<file path="config.mk">
export PLATFORM = sky130hd
export DESIGN_NAME = avc_ctrl
export DESIGN_NICKNAME = d
export VERILOG_FILES = /design/src/rtl/avc_pkg.sv /design/src/rtl/avc_ctrl.sv
export SDC_FILE = /design/constraint.sdc
export NUM_CORES = 1
export LEC_CHECK = 0
export BUFFER_PORTS_ARGS = -buffer_cell sky130_fd_sc_hd__buf_4
export CORE_UTILIZATION = 49
export CTS_BUF_LIST = sky130_fd_sc_hd__clkbuf_8
export CTS_CLUSTER_DIAMETER = 200
export DETAILED_ROUTE_END_ITERATION = 10
export PLACE_DENSITY = 0.77
export SYNTH_ARGS = -nofsm -noshare
export SYNTH_HDL_FRONTEND = slang
export SYNTH_SLANG_ARGS = --single-unit
</file>
<file path="constraint.sdc">
create_clock -name aclk -period 1.75 [get_ports aclk]
set_input_delay 0.0875 -clock aclk [delete_from_list [all_inputs] [get_ports aclk]]
set_output_delay 0.0875 -clock aclk [all_outputs]
set_load 0.02 [all_outputs]
</file>
<file path="src/rtl/avc_pkg.sv">
// Shared types, codes and constants of the arrival velocity controller.
package avc_pkg;

    localparam int CFG_W = 31;

    localparam logic [1:0] ACT_TICK = 2'd0;
    localparam logic [1:0] ACT_ARM  = 2'd1;
    localparam logic [1:0] ACT_LOAD = 2'd2;
    localparam logic [1:0] ACT_NONE = 2'd3;

    localparam logic [2:0] REG_MAX_SPEED  = 3'd0;
    localparam logic [2:0] REG_ACCEL      = 3'd1;
    localparam logic [2:0] REG_DECEL      = 3'd2;
    localparam logic [2:0] REG_TICK_TIME  = 3'd3;
    localparam logic [2:0] REG_ARRIVE     = 3'd4;
    localparam logic [2:0] REG_STOP_SPEED = 3'd5;
    localparam logic [2:0] REG_GAIN       = 3'd6;

    localparam logic [CFG_W-1:0] RST_MAX_SPEED  = 31'd19660800;
    localparam logic [CFG_W-1:0] RST_ACCEL      = 31'd6553600;
    localparam logic [CFG_W-1:0] RST_DECEL      = 31'd6553600;
    localparam logic [CFG_W-1:0] RST_TICK_TIME  = 31'd1092;
    localparam logic [CFG_W-1:0] RST_ARRIVE     = 31'd3932160;
    localparam logic [CFG_W-1:0] RST_STOP_SPEED = 31'd983040;
    localparam logic [CFG_W-1:0] RST_GAIN       = 31'd196608;

    localparam logic [31:0] TINY_DIST     = 32'd6;
    localparam logic [4:0]  CORDIC_LAST   = 5'd23;
    localparam logic signed [33:0] CORDIC_GAIN = 34'sd652032874;
    localparam logic signed [50:0] NORM_LIMIT  = 51'sd2147483647;
    localparam logic [35:0] GAIN_CLAMP    = 36'h200000000;

    typedef enum logic [5:0] {
        ST_IDLE, ST_SQX, ST_SQY, ST_SQD, ST_WD, ST_VX, ST_VY, ST_SQV, ST_WV,
        ST_CHK, ST_ARRIVE, ST_DD, ST_SQS, ST_WS, ST_PX, ST_DVX, ST_WX,
        ST_PY, ST_DVY, ST_WY, ST_ERR, ST_WC, ST_F1, ST_F2, ST_F3, ST_F4,
        ST_F5, ST_G1, ST_G2, ST_A1, ST_A2, ST_A3, ST_A4, ST_A5, ST_I1,
        ST_I2, ST_NRM, ST_H1, ST_H2, ST_SQH, ST_WH, ST_CAP, ST_CX, ST_CDX,
        ST_CWX, ST_CY, ST_CDY, ST_CWY, ST_WB, ST_OUT
    } avc_state_t;

    typedef struct packed {
        avc_state_t st;
        logic       load;
        logic       out_load;
    } avc_cmd_t;

    typedef struct packed {
        logic tick_go;
        logic sq_done;
        logic div_done;
        logic cs_done;
        logic arrive;
        logic tiny;
        logic norm_ok;
        logic need_cap;
    } avc_sts_t;

    function automatic logic [29:0] atan_lut(input logic [4:0] i);
        logic [29:0] v;
        unique case (i)
            5'd0:  v = 30'd536870912;
            5'd1:  v = 30'd316933406;
            5'd2:  v = 30'd167458907;
            5'd3:  v = 30'd85004756;
            5'd4:  v = 30'd42667331;
            5'd5:  v = 30'd21354465;
            5'd6:  v = 30'd10679838;
            5'd7:  v = 30'd5340245;
            5'd8:  v = 30'd2670163;
            5'd9:  v = 30'd1335087;
            5'd10: v = 30'd667544;
            5'd11: v = 30'd333772;
            5'd12: v = 30'd166886;
            5'd13: v = 30'd83443;
            5'd14: v = 30'd41722;
            5'd15: v = 30'd20861;
            5'd16: v = 30'd10430;
            5'd17: v = 30'd5215;
            5'd18: v = 30'd2608;
            5'd19: v = 30'd1304;
            5'd20: v = 30'd652;
            5'd21: v = 30'd326;
            5'd22: v = 30'd163;
            5'd23: v = 30'd81;
            default: v = 30'd0;
        endcase
        return v;
    endfunction

endpackage

</file>
<file path="src/rtl/avc_ctrl.sv">
// Controller: sequences one transaction through the datapath and owns the handshakes.
module avc_ctrl (
    input  logic              aclk,
    input  logic              aresetn,
    input  logic              s_tvalid,
    output logic              s_tready,
    output logic              m_tvalid,
    input  logic              m_tready,
    input  avc_pkg::avc_sts_t sts,
    output avc_pkg::avc_cmd_t cmd
);
    avc_pkg::avc_state_t state_reg, state_next;
    logic                m_valid_reg, m_valid_next;

    assign s_tready = (state_reg == avc_pkg::ST_IDLE);
    assign m_tvalid = m_valid_reg;

    always_ff @(posedge aclk) begin
        if (!aresetn) begin
            state_reg   <= avc_pkg::ST_IDLE;
            m_valid_reg <= 1'b0;
        end else begin
            state_reg   <= state_next;
            m_valid_reg <= m_valid_next;
        end
    end

    always_comb begin
        state_next   = state_reg;
        m_valid_next = m_valid_reg && !m_tready;
        cmd.st       = state_reg;
        cmd.load     = 1'b0;
        cmd.out_load = 1'b0;
        unique case (state_reg)
            avc_pkg::ST_IDLE: begin
                if (s_tvalid) begin
                    cmd.load   = 1'b1;
                    state_next = sts.tick_go ? avc_pkg::ST_SQX : avc_pkg::ST_OUT;
                end
            end
            avc_pkg::ST_SQX: state_next = avc_pkg::ST_SQY;
            avc_pkg::ST_SQY: state_next = avc_pkg::ST_SQD;
            avc_pkg::ST_SQD: state_next = avc_pkg::ST_WD;
            avc_pkg::ST_WD:  if (sts.sq_done) state_next = avc_pkg::ST_VX;
            avc_pkg::ST_VX:  state_next = avc_pkg::ST_VY;
            avc_pkg::ST_VY:  state_next = avc_pkg::ST_SQV;
            avc_pkg::ST_SQV: state_next = avc_pkg::ST_WV;
            avc_pkg::ST_WV:  if (sts.sq_done) state_next = avc_pkg::ST_CHK;
            avc_pkg::ST_CHK: begin
                priority if (sts.arrive) state_next = avc_pkg::ST_ARRIVE;
                else if (sts.tiny)       state_next = avc_pkg::ST_ERR;
                else                     state_next = avc_pkg::ST_DD;
            end
            avc_pkg::ST_ARRIVE: state_next = avc_pkg::ST_OUT;
            avc_pkg::ST_DD:  state_next = avc_pkg::ST_SQS;
            avc_pkg::ST_SQS: state_next = avc_pkg::ST_WS;
            avc_pkg::ST_WS:  if (sts.sq_done) state_next = avc_pkg::ST_PX;
            avc_pkg::ST_PX:  state_next = avc_pkg::ST_DVX;
            avc_pkg::ST_DVX: state_next = avc_pkg::ST_WX;
            avc_pkg::ST_WX:  if (sts.div_done) state_next = avc_pkg::ST_PY;
            avc_pkg::ST_PY:  state_next = avc_pkg::ST_DVY;
            avc_pkg::ST_DVY: state_next = avc_pkg::ST_WY;
            avc_pkg::ST_WY:  if (sts.div_done) state_next = avc_pkg::ST_ERR;
            avc_pkg::ST_ERR: state_next = avc_pkg::ST_WC;
            avc_pkg::ST_WC:  if (sts.cs_done) state_next = avc_pkg::ST_F1;
            avc_pkg::ST_F1:  state_next = avc_pkg::ST_F2;
            avc_pkg::ST_F2:  state_next = avc_pkg::ST_F3;
            avc_pkg::ST_F3:  state_next = avc_pkg::ST_F4;
            avc_pkg::ST_F4:  state_next = avc_pkg::ST_F5;
            avc_pkg::ST_F5:  state_next = avc_pkg::ST_G1;
            avc_pkg::ST_G1:  state_next = avc_pkg::ST_G2;
            avc_pkg::ST_G2:  state_next = avc_pkg::ST_A1;
            avc_pkg::ST_A1:  state_next = avc_pkg::ST_A2;
            avc_pkg::ST_A2:  state_next = avc_pkg::ST_A3;
            avc_pkg::ST_A3:  state_next = avc_pkg::ST_A4;
            avc_pkg::ST_A4:  state_next = avc_pkg::ST_A5;
            avc_pkg::ST_A5:  state_next = avc_pkg::ST_I1;
            avc_pkg::ST_I1:  state_next = avc_pkg::ST_I2;
            avc_pkg::ST_I2:  state_next = avc_pkg::ST_NRM;
            avc_pkg::ST_NRM: if (sts.norm_ok) state_next = avc_pkg::ST_H1;
            avc_pkg::ST_H1:  state_next = avc_pkg::ST_H2;
            avc_pkg::ST_H2:  state_next = avc_pkg::ST_SQH;
            avc_pkg::ST_SQH: state_next = avc_pkg::ST_WH;
            avc_pkg::ST_WH:  if (sts.sq_done) state_next = avc_pkg::ST_CAP;
            avc_pkg::ST_CAP: state_next = sts.need_cap ? avc_pkg::ST_CX : avc_pkg::ST_WB;
            avc_pkg::ST_CX:  state_next = avc_pkg::ST_CDX;
            avc_pkg::ST_CDX: state_next = avc_pkg::ST_CWX;
            avc_pkg::ST_CWX: if (sts.div_done) state_next = avc_pkg::ST_CY;
            avc_pkg::ST_CY:  state_next = avc_pkg::ST_CDY;
            avc_pkg::ST_CDY: state_next = avc_pkg::ST_CWY;
            avc_pkg::ST_CWY: if (sts.div_done) state_next = avc_pkg::ST_WB;
            avc_pkg::ST_WB:  state_next = avc_pkg::ST_OUT;
            avc_pkg::ST_OUT: begin
                if (!m_valid_reg || m_tready) begin
                    cmd.out_load = 1'b1;
                    m_valid_next = 1'b1;
                    state_next   = avc_pkg::ST_IDLE;
                end
            end
            default: state_next = avc_pkg::ST_IDLE;
        endcase
    end
endmodule

</file>
==> flow_summary.json <==
{
  "dpl-instance-area_um2": 1130,
  "fin_skew_ns": 0.00303,
  "cap_viol_max_count": 0,
  "violations": "setup timing",
  "min_to": "m_tvalid$_SDFF_PN0_",
  "fill_cells": 113,
  "worstReg2RegEnd": "state_reg[4]$_SDFFE_PN0P_",
  "finalHoldViolCount": 0,
  "numCtsBuffers": 3,
  "dp.cells": 170,
  "wire_per_inst_um": 16.2,
  "core_area_um2": 1590,
  "clk_latency_ns": 0.23,
  "min_path_cells": 3,
  "pwr-share-comb_pct": 71.5,
  "endpoint_kind": "output port",
  "yosysSeqAreaShare_pct": 15.9,
  "ys_ff_latch": 7,
  "yosysWarnings": 0,
  "clock_sinks": 7,
  "setup_viol": 1,
  "crit_arrival_ns": 1.67,
  "largest_register_ffs": 6,
  "die-area_um2": 1970,
  "grt_antenna_before_repair": 0,
  "fin_crit_sh_pct": 101,
  "crit_required_ns": 1.66,
  "seq_power_share_pct": 16.3,
  "synth_flop_cell": "dfxtp_1",
  "num_vias": 1099,
  "cp_max_fo": 4,
  "syn_area_um2": 880,
  "clk_pin_slew_ns": 0.04,
  "synth_common_cells": "10 x o21ai_0, 9 x nand2_1, 7 x clkbuf_1, 7 x dfxtp_1, 7 x nor2_1",
  "synth.area.top_cells": "dfxtp_1 16%, mux2i_1 5.7%, o21ai_0 5.7%",
  "rsz0062_at_grt": "yes",
  "hp-start": "m_tready",
  "track_usage_pct": 30.4,
  "reg2regPathDepth": 6,
  "path_class": "reg2out",
  "grt_busiest_layer": "met2",
  "p_int_mw": 1.05,
  "grt_pass1_wl_um": 4370,
  "min_path_type": "in2reg",
  "grt_max_degree": 17,
  "peakVddDrop_mv": 1.10,
  "start_util_pct": 55.2,
  "first_iter_violations": 71,
  "syn_nets": 135,
  "final_cell_area_um2": 1280,
  "clk_path_buf_depth": 2,
  "antenna_left": 0,
  "slowest_stage": "or3_4",
  "yosysTopAreaCell": "dfxtp_1",
  "synth.most_common_cell": "o21ai_0",
  "die_x_um": 44.4,
  "port_buffers": 21,
  "drive_above_1_share_pct": 40.8,
  "cp.buffers_inverters": 3,
  "die_y_um": 44.4,
  "ioPinCount": 22,
  "slew_viol_final": 0,
  "post-dp-hpwl_um": 1920,
  "tightest_slew_ns": 0.282,
  "antenna_cells": 0,
  "switching_power_mw": 0.830,
  "slew_headroom_pct": 81.0,
  "outcome": "finished, violations left",
  "drtPass1Iterations": 5,
  "routabilityCongestion": 0.876,
  "async_flop_share_pct": 0,
  "met1_usage_pct": 40.4,
  "switching_share_pct": 44.1,
  "fin_crit_ns": 1.76,
  "grt_pass1_vias": 931,
  "r2r_slack_ns": 0.01,
  "start_kind": "register",
  "layout.nets": 170,
  "leakage_nw": 0.541,
  "hold_buffers": 0,
  "row_count": 14,
  "wirelength_um": 2930,
  "worstReg2RegStart": "state_reg[1]$_SDFFE_PN0P_",
  "cts_tree": "done",
  "htree_levels": 1,
  "grt_overflow": 0,
  "use_met3_pct": 5.31,
  "powerDensity_nw_per_um2": 1470,
  "clockRootBuffer": "clkbuf_8",
  "crit_path_max_incr_delay_ns": 0.41,
  "synth_cell_types": 48,
  "worstPathCellList": "or3_4 -> or2_4 -> buf_4 -> inv_2 -> and2_4 -> buf_6",
  "clock_power_share_pct": 12.2,
  "yosysTopAreaCellShare_pct": 15.9,
  "vias_per_cell": 6.07,
  "postSynthAreaPerCell_um2": 7.15,
  "synth_edf_count": 0,
  "synthToLayoutAreaGrowth_pct": 45.8,
  "layout_setup_ws_ns": -0.00905,
  "drc": 0,
  "fmax_mhz": 568,
  "use_met2_pct": 49.4,
  "instances_no_fill": 181,
  "critPathTopFamily": "simple AND/OR/NAND/NOR gates",
  "synth_cells": 123
}
-- how the worst max path moves through the flow --
| stage | startpoint | cells past startpoint | endpoint | slack [ns] |
|---|---|---|---|---|
| floorplan | state_reg[0]$_SDFFE_PN0P_ | 7 | state_reg[4]$_SDFFE_PN0P_ | 0.001 |
| global route | state_reg[1]$_SDFFE_PN0P_ | 6 | state_reg[4]$_SDFFE_PN0P_ | -0.04 |
| detailed placement | state_reg[3]$_SDFFE_PN0P_ | 5 | state_reg[4]$_SDFFE_PN0P_ | -0.03 |
| finish | state_reg[1]$_SDFFE_PN0P_ | 6 | cmd[1] | -0.009 |
| global placement | state_reg[3]$_SDFFE_PN0P_ | 5 | state_reg[4]$_SDFFE_PN0P_ | 0.01 |
| CTS | state_reg[5]$_SDFFE_PN0P_ | 7 | state_reg[1]$_SDFFE_PN0P_ | -0.004 |
-- metal layers --
layer	vias up	part of all wire, %
met3	4	9.4
li1	524	-
met2	79	47
met5	-	0
met4	0	1.2
met1	492	42
-- cells by family after synthesis --
group           Yosys count  synth area share [%]
simple gates             58                  40.0
compound gates           32                  23.3
buf+inv                  18                  11.2
flops                     7                  15.9
mux                       5                  5.69
xor+xnor                  3                  3.84
-- power groups by stage --
| stage | sequential, mW | clock (mW) | combinational, mW |
|---|---|---|---|
| finish | 0.307 | 0.230 | 1.35 |
| global route | 0.315 | 0.235 | 1.43 |
| CTS | 0.295 | 0.227 | 1.14 |
| detailed placement | 0.295 | 0 | 1.04 |
| global placement | 0.293 | 0 | 1.02 |
| floorplan | 0.301 | 0 | 0.710 |
-- what timing repair did --
| item | CTS | global route |
|---|---|---|
| cloned | 0 | 1 |
| resized for setup | 5 | 9 |
| setup endpoints to repair | 5 | 7 |
| setup buffers | 2 | 4 |
| pin swaps | 1 | 6 |
-- placed cells by master (no fill, tap or decap), drive strengths merged, types with 3 or more instances in the layout --
master / netlist / routed
buf: 8 / 45
o21ai: 12 / 12
nand2: 9 / 9
nor2: 7 / 7
dfxtp: 7 / 7
nor2b: 5 / 5
a21oi: 5 / 5
mux2i: 5 / 5
or3: 5 / 5
nand3: 4 / 4
inv: 3 / 4
and2: 4 / 4
nand4: 3 / 3
nand2b: 3 / 3
nor4: 3 / 3
clkbuf: 7 / 3
-- final cells by class --
cell class | instances | area, um2 | share of cell area (%)
multi-input cells | 98 | 691 | 53.9
repair buffers | 45 | 350 | 27.3
flip-flops and latches | 7 | 155 | 12.1
clock buffers | 3 | 41.3 | 3.22
well taps | 24 | 30.0 | 2.34
inverters | 3 | 11.3 | 0.878
clock inverters | 1 | 3.75 | 0.293
-- stage by stage --
step	setup slack, ns	hold WS [ns]	total power, mW	utilization, %	setup TNS [ns]
after floorplan	0.00142	0.275	1.01	-	0
after global placement	0.0133	0.373	1.31	70.9	0
after detailed placement	-0.0345	0.388	1.34	70.9	-0.0632
after CTS	-0.00422	0.139	1.66	75.7	-0.00422
after global routing	-0.0372	0.186	1.98	80.5	-0.139
final	-0.00905	0.137	1.88	80.5	-0.00905
-- worst register-to-register path: stages, from the launching register on --
cell and delay [ns]:
dfxtp_4 0.35, or3_4 0.41, or2_4 0.25, buf_6 0.12, o21ai_4 0.15, or3_4 0.19, mux2i_1 0.19
Power figures use the tool's default switching activity.
